$ cat src/tsp_pkg.sv
// ----------------------------------------------------------------------------
// tsp_pkg
// Shared types, microcode and sound tables of the tone sequence player.
// ----------------------------------------------------------------------------
package tsp_pkg;

	// step counter width and step addresses
	localparam int StepW = 4;

	localparam logic [StepW-1:0] S_IDLE     = 4'd0;
	localparam logic [StepW-1:0] S_DISPATCH = 4'd1;
	localparam logic [StepW-1:0] S_T_INC    = 4'd2;
	localparam logic [StepW-1:0] S_T_END    = 4'd3;
	localparam logic [StepW-1:0] S_T_POP    = 4'd4;
	localparam logic [StepW-1:0] S_T_DIV    = 4'd5;
	localparam logic [StepW-1:0] S_T_WAIT   = 4'd6;
	localparam logic [StepW-1:0] S_T_DUR    = 4'd7;
	localparam logic [StepW-1:0] S_Q_CHECK  = 4'd8;
	localparam logic [StepW-1:0] S_Q_COPY   = 4'd9;
	localparam logic [StepW-1:0] S_DONE     = 4'd10;

	// jump conditions, jump taken when true
	localparam logic [2:0] C_NEVER  = 3'd0;
	localparam logic [2:0] C_ALWAYS = 3'd1;
	localparam logic [2:0] C_IDLE   = 3'd2;
	localparam logic [2:0] C_QUEUE  = 3'd3;
	localparam logic [2:0] C_SKIP   = 3'd4;
	localparam logic [2:0] C_MORE   = 3'd5;
	localparam logic [2:0] C_NO_POP = 3'd6;

	// tone ends unless deadline is 1..WRAP_GUARD-1 ticks ahead
	localparam logic [31:0] WRAP_GUARD = 32'd1000;

	localparam int RomAw = 6;
	localparam int LenW  = 5;

	// control word
	typedef struct packed {
		logic             time_inc;
		logic             end_check;
		logic             q_check;
		logic             copy;
		logic             pop_div;
		logic             pop_dur;
		logic [2:0]       cond;
		logic [StepW-1:0] target;
	} ucw_t;

	// condition inputs from the datapath
	typedef struct packed {
		logic start;
		logic queue;
		logic skip;
		logic more;
		logic no_pop;
	} tsp_flags_t;

	// control store
	function automatic ucw_t tsp_ucode(input logic [StepW-1:0] step);
		ucw_t w;
		w = '0;
		case (step)
			S_IDLE: begin
				w.cond = C_IDLE;
				w.target = S_IDLE;
			end
			S_DISPATCH: begin
				w.cond = C_QUEUE;
				w.target = S_Q_CHECK;
			end
			S_T_INC: begin
				w.time_inc = 1'b1;
			end
			S_T_END: begin
				w.end_check = 1'b1;
			end
			S_T_POP: begin
				w.cond = C_NO_POP;
				w.target = S_DONE;
			end
			S_T_DIV: begin
				w.pop_div = 1'b1;
			end
			S_T_WAIT: begin
				w.cond = C_NEVER;
			end
			S_T_DUR: begin
				w.pop_dur = 1'b1;
				w.cond = C_ALWAYS;
				w.target = S_DONE;
			end
			S_Q_CHECK: begin
				w.q_check = 1'b1;
				w.cond = C_SKIP;
				w.target = S_DONE;
			end
			S_Q_COPY: begin
				w.copy = 1'b1;
				w.cond = C_MORE;
				w.target = S_Q_COPY;
			end
			S_DONE: begin
				w.cond = C_ALWAYS;
				w.target = S_IDLE;
			end
			default: begin
				w.cond = C_ALWAYS;
				w.target = S_IDLE;
			end
		endcase
		return w;
	endfunction

	// first rom word of each sound
	function automatic logic [RomAw-1:0] snd_base(input logic [3:0] id);
		case (id)
			4'd4:    return 6'd2;
			4'd5:    return 6'd6;
			4'd6:    return 6'd8;
			4'd7:    return 6'd10;
			4'd8:    return 6'd12;
			default: return 6'd0;
		endcase
	endfunction

	// word count of each sound, zero for none
	function automatic logic [LenW-1:0] snd_len(input logic [3:0] id);
		case (id)
			4'd3:    return 5'd2;
			4'd4:    return 5'd4;
			4'd5:    return 5'd2;
			4'd6:    return 5'd2;
			4'd7:    return 5'd2;
			4'd8:    return 5'd24;
			default: return 5'd0;
		endcase
	endfunction

	// divisor and duration pairs of all sounds
	function automatic logic [15:0] snd_word(input logic [RomAw-1:0] idx);
		case (idx)
			6'd0:    return 16'd662;
			6'd1:    return 16'd5;
			6'd2:    return 16'd376;
			6'd3:    return 16'd3;
			6'd4:    return 16'd316;
			6'd5:    return 16'd3;
			6'd6:    return 16'd4800;
			6'd7:    return 16'd3;
			6'd8:    return 16'd2000;
			6'd9:    return 16'd10;
			6'd10:   return 16'd8000;
			6'd11:   return 16'd20;
			6'd12:   return 16'd2000;
			6'd14:   return 16'd1800;
			6'd16:   return 16'd1700;
			6'd18:   return 16'd1500;
			6'd20:   return 16'd1400;
			6'd22:   return 16'd1300;
			6'd24:   return 16'd1200;
			6'd26:   return 16'd1000;
			6'd28:   return 16'd900;
			6'd30:   return 16'd800;
			6'd32:   return 16'd700;
			6'd34:   return 16'd500;
			6'd13, 6'd15, 6'd17, 6'd19, 6'd21, 6'd23,
			6'd25, 6'd27, 6'd29, 6'd31, 6'd33, 6'd35:
				return 16'd2;
			default: return 16'd0;
		endcase
	endfunction

endpackage

$ cat src/tsp_useq.sv
// ----------------------------------------------------------------------------
// tsp_useq
// Microcode sequencer: step counter, control store and conditional jumps.
// ----------------------------------------------------------------------------
module tsp_useq
	import tsp_pkg::*;
(
	input  logic       clk,
	input  logic       arst_n,
	input  tsp_flags_t flags,
	output ucw_t       ucw,
	output logic       busy,
	output logic       done
);

	logic [StepW-1:0] step_q;
	logic             take;

	assign ucw = tsp_ucode(step_q);

	// condition select
	always_comb begin
		case (ucw.cond)
			C_NEVER:  take = 1'b0;
			C_ALWAYS: take = 1'b1;
			C_IDLE:   take = !flags.start;
			C_QUEUE:  take = flags.queue;
			C_SKIP:   take = flags.skip;
			C_MORE:   take = flags.more;
			C_NO_POP: take = flags.no_pop;
			default:  take = 1'b1;
		endcase
	end

	// step counter
	always_ff @(posedge clk or negedge arst_n) begin
		if (!arst_n) begin
			step_q <= S_IDLE;
		end else if (take) begin
			step_q <= ucw.target;
		end else begin
			step_q <= step_q + 1'b1;
		end
	end

	assign busy = (step_q != S_IDLE);
	assign done = (step_q == S_DONE);

endmodule

$ cat src/tone_sequence_player_top.sv
// ----------------------------------------------------------------------------
// tone_sequence_player_top
// Speaker tone sequencer with a sound rom, a ring fifo and a tick timer.
// ----------------------------------------------------------------------------
// Usage:
//   start/busy command port: a transaction is taken at a clock edge with
//   start high and busy low. mode 0 is one time tick, mode 1 queues the
//   built-in sound sound_id (copied whole into the fifo, dropped, or ignored).
//   done is high for one cycle with tone_on, tone_divisor, sound_dropped and
//   waiting; the receiver cannot stall, results must be taken then.
//   cfg_valid/cfg_ready writes sound_enable from cfg_data while idle.
// Steps, from the accepting edge to the done cycle: a tick runs dispatch,
//   time increment, end check and pop check; a tick that starts a tone adds
//   divisor pop, wait and duration pop. A queue runs dispatch and check, then
//   copies the sound unless it is ignored or dropped. busy falls after done.
//   The queue copy moves one rom word per cycle and the fifo read port gives
//   one word per cycle; a microcode sequencer runs all.
// Reset: fifo empty, time and deadline zero, tone off, sound_enable set.
// ----------------------------------------------------------------------------
module tone_sequence_player_top
	import tsp_pkg::*;
#(
	parameter int FIFO_DEPTH = 32
) (
	input  logic        clk,
	input  logic        arst_n,
	input  logic        start,
	output logic        busy,
	input  logic        mode,
	input  logic [3:0]  sound_id,
	input  logic        cfg_valid,
	output logic        cfg_ready,
	input  logic        cfg_data,
	output logic        done,
	output logic        tone_on,
	output logic [15:0] tone_divisor,
	output logic        sound_dropped,
	output logic        waiting
);

	localparam int PW = $clog2(FIFO_DEPTH);
	localparam int CW = ((PW > LenW) ? PW : LenW) + 1;
	localparam logic [PW-1:0] PTR_LAST = PW'(FIFO_DEPTH - 1);

	ucw_t       ucw;
	tsp_flags_t flags;

	logic          enable_q;
	logic          mode_q;
	logic [3:0]    id_q;
	logic          dropped_q;
	logic [PW-1:0] head_q;
	logic [PW-1:0] tail_q;
	logic [31:0]   time_q;
	logic [31:0]   deadline_q;
	logic          pending_q;
	logic          gate_q;
	logic [15:0]   divisor_q;
	logic [LenW-1:0] k_q;
	logic [15:0]   rd_q;
	logic [15:0]   fifo_mem [FIFO_DEPTH];

	logic            accept;
	logic [LenW-1:0] len;
	logic [RomAw-1:0] rom_idx;
	logic [PW-1:0]   head_nxt;
	logic [PW-1:0]   tail_nxt;
	logic [PW-1:0]   used;
	logic [CW-1:0]   free_words;
	logic            no_room;
	logic [31:0]     ahead;
	logic            tone_end;

	assign accept    = start && !busy;
	assign cfg_ready = !busy;

	// sequencer
	tsp_useq u_useq (
		.clk    (clk),
		.arst_n (arst_n),
		.flags  (flags),
		.ucw    (ucw),
		.busy   (busy),
		.done   (done)
	);

	// sound lookup and fifo occupancy
	assign len      = snd_len(id_q);
	assign rom_idx  = snd_base(id_q) + RomAw'(k_q);
	assign head_nxt = (head_q == PTR_LAST) ? '0 : head_q + 1'b1;
	assign tail_nxt = (tail_q == PTR_LAST) ? '0 : tail_q + 1'b1;

	always_comb begin
		if (head_q >= tail_q) begin
			used = head_q - tail_q;
		end else begin
			used = PW'((PW+1)'(head_q) + (PW+1)'(FIFO_DEPTH) - (PW+1)'(tail_q));
		end
	end

	assign free_words = CW'(PTR_LAST) - CW'(used);
	assign no_room    = CW'(len) > free_words;

	// deadline test with wrap guard
	assign ahead    = deadline_q - time_q;
	assign tone_end = (ahead == 32'd0) || (ahead >= WRAP_GUARD);

	// jump conditions
	always_comb begin
		flags.start  = start;
		flags.queue  = mode_q;
		flags.skip   = !enable_q || (len == '0) || no_room;
		flags.more   = (k_q != len - 1'b1);
		flags.no_pop = pending_q || (tail_q == head_q);
	end

	// configuration register
	always_ff @(posedge clk or negedge arst_n) begin
		if (!arst_n) begin
			enable_q <= 1'b1;
		end else if (cfg_valid && cfg_ready) begin
			enable_q <= cfg_data;
		end
	end

	// command capture
	always_ff @(posedge clk or negedge arst_n) begin
		if (!arst_n) begin
			mode_q    <= 1'b0;
			id_q      <= '0;
			dropped_q <= 1'b0;
		end else if (accept) begin
			mode_q    <= mode;
			id_q      <= sound_id;
			dropped_q <= 1'b0;
		end else if (ucw.q_check) begin
			dropped_q <= enable_q && (len != '0) && no_room;
		end
	end

	// fifo pointers and copy counter
	always_ff @(posedge clk or negedge arst_n) begin
		if (!arst_n) begin
			head_q <= '0;
			tail_q <= '0;
			k_q    <= '0;
		end else begin
			if (ucw.q_check) begin
				k_q <= '0;
			end
			if (ucw.copy) begin
				head_q <= head_nxt;
				k_q    <= k_q + 1'b1;
			end
			if (ucw.pop_div || ucw.pop_dur) begin
				tail_q <= tail_nxt;
			end
		end
	end

	// fifo storage, read data registered
	always_ff @(posedge clk) begin
		if (ucw.copy) begin
			fifo_mem[head_q] <= snd_word(rom_idx);
		end
		rd_q <= fifo_mem[tail_q];
	end

	// time, deadline and tone state
	always_ff @(posedge clk or negedge arst_n) begin
		if (!arst_n) begin
			time_q     <= '0;
			deadline_q <= '0;
			pending_q  <= 1'b0;
			gate_q     <= 1'b0;
			divisor_q  <= '0;
		end else begin
			if (ucw.time_inc) begin
				time_q <= time_q + 1'b1;
			end
			if (ucw.end_check && pending_q && tone_end) begin
				pending_q <= 1'b0;
				gate_q    <= 1'b0;
			end
			if (ucw.pop_div) begin
				divisor_q <= rd_q;
			end
			if (ucw.pop_dur) begin
				deadline_q <= time_q + {16'd0, rd_q};
				pending_q  <= 1'b1;
				gate_q     <= 1'b1;
			end
		end
	end

	assign tone_on       = gate_q;
	assign tone_divisor  = divisor_q;
	assign sound_dropped = dropped_q;
	assign waiting       = pending_q;

	// the fifo never fills its last slot
	a_no_overflow: assert property (@(posedge clk) disable iff (!arst_n)
		ucw.copy |-> (head_nxt != tail_q))
		else $error("fifo copy would overrun the tail");

	// a tone is only popped from a non-empty fifo
	a_pop_nonempty: assert property (@(posedge clk) disable iff (!arst_n)
		ucw.pop_div |-> (tail_q != head_q))
		else $error("pop from empty fifo");

	// gate and pending deadline move together
	a_gate_pending: assert property (@(posedge clk) disable iff (!arst_n)
		tone_on == waiting)
		else $error("speaker gate out of step with deadline");

	// time only advances on a tick step
	a_time_tick: assert property (@(posedge clk) disable iff (!arst_n)
		(time_q != $past(time_q)) |-> $past(ucw.time_inc))
		else $error("time advanced outside a tick");

	// an accepted transaction makes the block busy
	a_accept_busy: assert property (@(posedge clk) disable iff (!arst_n)
		accept |=> busy)
		else $error("accepted transaction not started");

endmodule

$ cat config.mk
export PLATFORM = sky130hd
export DESIGN_NAME = tone_sequence_player_top
export DESIGN_NICKNAME = d
export VERILOG_FILES = /design/src/tsp_pkg.sv /design/src/tsp_useq.sv /design/src/tone_sequence_player_top.sv
export SDC_FILE = /design/constraint.sdc
export NUM_CORES = 1
export LEC_CHECK = 0
export ABC_AREA = 1
export BUFFER_PORTS_ARGS = -buffer_cell sky130_fd_sc_hd__buf_2
export CORE_AREA = 5 5 198 343
export CTS_CLUSTER_SIZE = 40
export DETAILED_ROUTE_END_ITERATION = 10
export DIE_AREA = 0 0 203 348
export PLACE_DENSITY = 0.64
export SYNTH_ARGS = -nofsm -noshare
export SYNTH_HDL_FRONTEND = slang
export SYNTH_HIERARCHICAL = 1
export SYNTH_SLANG_ARGS = --single-unit
$ cat constraint.sdc
create_clock -name clk -period 5.6 [get_ports clk]
set_clock_uncertainty 0.1 [all_clocks]
set_input_delay 1.12 -clock clk [delete_from_list [all_inputs] [get_ports clk]]
set_output_delay 1.12 -clock clk [all_outputs]
set_load 0.03 [all_outputs]
=== Word-level counts from Yosys, hierarchy flattened ===
Memories as Yosys holds them, arrays and structs flattened. A register that Yosys moved wholly into a read port is not among the register bits.
Cells that the tools add are included.

* Register bits after elaboration: 107
* Bits in latches: 0
* RAM bits: 512
* Bits in read-only memories: 832
* Input bits: 10
* Output and inout bits: 22
* Memories kept: 2

* Add/subtract/negate cells: 13
* Multiply operators: 0
* Divide/modulo/power cells: 0
* $lt $le $gt $ge: 3
* Equality and inequality tests: 25
* Shift operators: 0
* Muxes and demuxes: 24
* Bitwise operators: 0
* Reductions and logical operators: 26

{| class="wikitable"
|+ Memories
! name !! words !! width !! rd ports !! clocked after memory_dff !! write ports !! RTL line !! RTL
|-
| (name not given) || 64 || 13 || 1 || 0 || 0 || tsp_pkg.sv:141 || <nowiki>case (idx)</nowiki>
|-
| fifo_mem || 32 || 16 || 1 || 1 || 1 || tone_sequence_player_top.sv:61 || <nowiki>logic [15:0] fifo_mem [FIFO_DEPTH];</nowiki>
|}

{| class="wikitable"
|+ Operator list
! kind !! count
|-
| 32-bit by 1-bit adder with 32-bit output, second input constant || 1
|-
| 32-bit by 16-bit adder with 32-bit output || 1
|-
| 4-bit by 3-bit == test with 1-bit output, second input constant || 8
|-
| 32-bit by 10-bit greater-or-equal comparator with 1-bit output, second input constant || 1
|-
| 32-bit zero test || 1
|-
| 32-bit subtractor || 1
|-
| 5-bit 2-to-1 mux || 5
|-
| 5-bit by 1-bit adder with 5-bit output, second input constant || 4
|-
| 4-bit one-hot mux with 5 select lines || 1
|-
| 3-bit one-hot mux with 6 select lines || 1
|-
| 4-bit == test, second input constant || 4
|-
| 16-bit 2-to-1 mux || 1
|-
| 5-bit one-hot mux with 3 select lines || 1
|-
| 4-bit by 2-bit == test with 1-bit output, second input constant || 3
|-
| 1-bit 2-to-1 mux || 12
|-
| 4-bit one-hot mux with 3 select lines || 1
|-
| 5-bit == test, second input constant || 2
|-
| 5-bit subtractor || 2
|-
| 3-bit == test, second input constant || 3
|-
| 4-bit OR reduction || 2
|-
| 6-bit by 5-bit adder with 6-bit output || 1
|-
| 3-bit by 2-bit == test with 1-bit output, second input constant || 2
|-
| 5-bit by 6-bit > comparator with 1-bit output || 1
|-
| 1-bit logical AND || 6
|-
| other kinds (18) || 26
|}

=== Longest topological paths before layout ===
* Word-level depth: 8
* Gate-level depth with buffers: 21
* Gate-level depth less buffers: 21

=== By module ===
The synthesis kept the hierarchy.

{| class="wikitable"
|+ Modules (own cells, without submodules)
! module !! times used !! cells each !! area each (um2) !! seq. area each (um2)
|-
| tone_sequence_player_top || 1 || 2500 || 25102.8 || 15255.9
|-
| tsp_useq || 1 || 69 || 515.5 || 100.1
|}

=== Worst setup path after synthesis ===
OpenSTA, ideal clock, no wires.

* Kind: flip-flop to flip-flop
* Start: reg id_q[2]
* End: mem fifo_mem[0][2] (data pin)
* Arrival time: 3.347 ns
* Required time: 5.026 ns
* Slack: 1.679 ns
* Stages on the path, launching flop included: 13
* Path buffers: 1
* Cell sequence: dfrtp_1 > inv_1 > nor2_1 > inv_1 > nor2_1 > ha_1 > fa_1 > nand2_1 > inv_1 > nor2_1 > clkbuf_1 > a211oi_1 > o311ai_1

* Longest elaborated chain between the ends: 5
* Elaborated cells on any way between the ends: 9

{| class="wikitable"
|+ RTL lines
! element !! RTL line !! RTL
|-
| start, declared || tone_sequence_player_top.sv:50 || <nowiki>logic [3:0] id_q;</nowiki>
|-
| start signal, assigned || tone_sequence_player_top.sv:134 || <nowiki>id_q <= sound_id;</nowiki>
|-
| 4-bit == test / 4-bit by 3-bit == test with 1-bit output (equally long branches) || tsp_pkg.sv:116 || <nowiki>case (id)</nowiki>
|-
| 4-bit one-hot mux with 5 select lines * || tsp_pkg.sv:116 ||
|-
| 6-bit by 5-bit adder with 6-bit output * || tone_sequence_player_top.sv:89 || <nowiki>assign rom_idx = snd_base(id_q) + RomAw'(k_q);</nowiki>
|-
| memory 64 x 13 bit * || n/a ||
|-
| 16-bit 2-to-1 mux * || tone_sequence_player_top.sv:163 || <nowiki>if (ucw.copy) begin</nowiki>
|-
| end, declared || tone_sequence_player_top.sv:61 ||
|}

Every way passes the cells marked *; elsewhere a longest branch is shown, timed or not. The select of a mux whose other input is x is not followed.

=== Worst setup path after layout ===
* Start: reg id_q[0]
* End: mem fifo_mem[2][0] (data pin)

Same word-level chain as after synthesis.

==> impl_metrics.py <==
metrics = {
    "outcome": {
        "status": "finished clean",
    },
    "cts": {
        "cts_setup_buffers": 0,
        "numCtsBuffers": 45,
        "ctsResizeCount": 0,
        "root_buffer": "clkbuf_16",
        "h-tree-depth": 2,
        "cts_tree": "built",
        "clock_sinks": 533,
        "cts_buffer_depth": 3,
        "clock_latency_ns": 0.59,
        "hold_buffers": 0,
        "clk_pin_slew_worst_paths_ns": 0.07,
    },
    "timing": {
        "relSlewSlack_pct": 17.1,
        "hold_viol": 0,
        "slew_violations": 0,
        "setup_tns_ns": 0,
        "clock.fmax_ghz": 0.259,
        "finalSetupViolCount": 0,
        "tightest_slew_ns": 1.24,
        "period_needed_ns": 3.86,
        "fin_ws_ns": 1.74,
        "holdWs_ns": 0.367,
        "grt_setup_unrepaired": "false",
        "fin_crit_sh_pct": 68.9,
    },
    "floorplanning": {
        "boundaryPins": 32,
        "chipWidth_um": 203,
        "die_area_um2": 70600,
        "start_util_pct": 39.4,
        "num_rows": 124,
        "fp.coreArea_um2": 65000,
        "die_height_um": 348,
    },
    "route": {
        "drc": 0,
        "avgViaCountPerCell": 5.51,
        "finalWirelength_um": 71100,
        "post_drt_wl_per_cell_um": 20.7,
        "firstDrtPassIters": 6,
        "first_iter_violations": 1429,
        "vias": 18948,
        "drt.antenna.violating_nets": 0,
    },
    "worst_setup_path": {
        "r2r_end": "fifo_mem[2][0]",
        "cp-startpoint": "id_q[0]",
        "rrSetupSlack_ns": 1.74,
        "crit_required_ns": 5.69,
        "endpoint": "fifo_mem[2][0]",
        "path_cells": "nor2_1 > nand3_1 > o21ai_0 > ha_1 > nand3_1 > nand3_1 > xor2_1 > inv_1 > nor2_2 > inv_1 > nor2_2",
        "arrival_ns": 3.95,
        "end_kind": "register",
        "ff2ff_path_depth": 11,
        "crit_fanout": 32,
        "crit_type": "register to register",
        "cp_common_cell": "nand3_1",
        "cp-start-kind": "register",
        "cp_slowest_cell": "nor2_2",
        "max_stage_delay_ns": 0.96,
        "reg2reg_from": "id_q[0]",
    },
    "power": {
        "switching_power_w": 0.00703,
        "power_frac_seq_pct": 36.3,
        "swShare_pct": 42.9,
        "ir_drop_v": 0.000326,
        "power_density_nw_per_um2": 579,
        "intPower_w": 0.00935,
        "clkPwrFrac_pct": 19.5,
        "power_leakage_nw": 11.1,
        "comb_power_share_pct": 44.2,
    },
    "hold_path": {
        "min_path_type": "register to register",
        "hold_path_depth": 2,
    },
    "global_routing": {
        "grt_max_degree": 158,
        "grt_pass1_vias": 19236,
        "use_met2_pct": 38.8,
        "antenna_found_initial": 0,
        "grt_pass1_wl_um": 108000,
        "grt_busiest_layer": "met2",
        "use_met3_pct": 1.69,
        "track_usage_pct": 19.7,
        "grt.overflow.total": 0,
        "grt_use_met1_pct": 19.2,
    },
    "placed_design": {
        "io_buffers": 28,
        "dpl.cell_count": 3352,
        "gp_congestion": 0.878,
        "place_ws_ns": 1.79,
        "dp_hpwl_um": 48200,
    },
    "layout": {
        "stdcell_count": 3436,
        "final_layout_size_suffix_gt1_share_pct": 8.87,
        "num-nets-final": 2668,
        "area_growth_pct": 10.5,
        "n_fill_cell": 5908,
        "num_antenna_cells": 0,
    },
    "logic_synthesis": {
        "netlist_area_um2": 25600,
        "postSynthCellCount": 2563,
        "synth_area_per_cell_um2": 9.99,
        "synth_warnings": 6,
    },
    "job": {
        "cap_violations": 0,
    },
}
stage by stage:
step,cell area [µm²],total power (W),util (%)
finish,28300,0.0164,43.5
global route,28300,0.0174,43.5
CTS,28300,0.0164,43.5
detailed placement,26800,0.0132,41.2
global placement,26800,0.0130,41.2
floorplan,25600,0.0106,-
critical path: cells and delay by family (launching register included):
family	cells	cell delay (ns)
adders and majority gates	1	0.30
xor gates and xnor gates	1	0.28
DFF	1	0.42
AOI/OAI and AO/OA	1	0.13
and+or+nand+nor	6	1.78
buffers and inverters	2	0.45
registers in the layout (all words and copies together), names as in the netlist:
| name | flops |
|---|---|
| mode_q | 1 |
| tone_divisor | 13 |
| tail_q | 5 |
| fifo_mem | 416 |
| rd_q | 13 |
| deadline_q | 32 |
| enable_q | 1 |
| k_q | 5 |
| time_q | 32 |
| head_q | 5 |
| u_useq/step_q | 4 |
| sound_dropped | 1 |
| tone_on | 1 |
| id_q | 4 |
power groups by stage:
stage / Combinational, W / Sequential [W] / Clock [W]
final: 0.00724 / 0.00594 / 0.00319
after global routing: 0.00797 / 0.00598 / 0.00341
after CTS: 0.00721 / 0.00595 / 0.00325
after detailed placement: 0.00718 / 0.00603 / 0
after global placement: 0.00701 / 0.00601 / 0
after floorplan: 0.00467 / 0.00595 / 0
worst min-delay path by stage:
stage	start	to	slack, ns
after global placement	rd_q[11]	tone_divisor[11]	0.36
after detailed placement	tone_divisor[3]	tone_divisor[3]	0.36
final	rd_q[10]	tone_divisor[10]	0.37
after CTS	rd_q[10]	tone_divisor[10]	0.37
after floorplan	rd_q[0]	tone_divisor[0]	0.33
after global routing	rd_q[10]	tone_divisor[10]	0.39
placed cells by master, fill, tap and decap left out, types with 14 or more instances in the layout:
cell,instances
nand2_1,454
nor2_2,23
ha_1,75
clkbuf_16,46
nand4_1,37
o22ai_1,65
nand3_1,109
nor2_1,336
buf_2,27
buf_4,44
inv_1,228
o221ai_1,40
nor3_1,21
edfxtp_1,416
clkinv_1,14
xor2_1,55
a21oi_1,52
o21ai_0,280
dfrtp_1,101
o211ai_1,18
o21ai_1,15
metal layers:
layer	part of all wire (%)	wire length [µm]
met1	33	23800
met2	55	39200
met3	3.8	2710
met4	7.6	5410
met5	0	0
final cells by class:
cell class	count	area [µm²]	share of cell area, %
inverters	241	912	3.22
clock inverters	31	304	1.07
multi-input cells	1687	9010	31.9
well taps	819	1020	3.62
clock buffers	53	1190	4.20
flip-flops and latches	533	15400	54.3
repair buffers	72	485	1.72
Note: power is estimated with default switching activity, not from simulation.
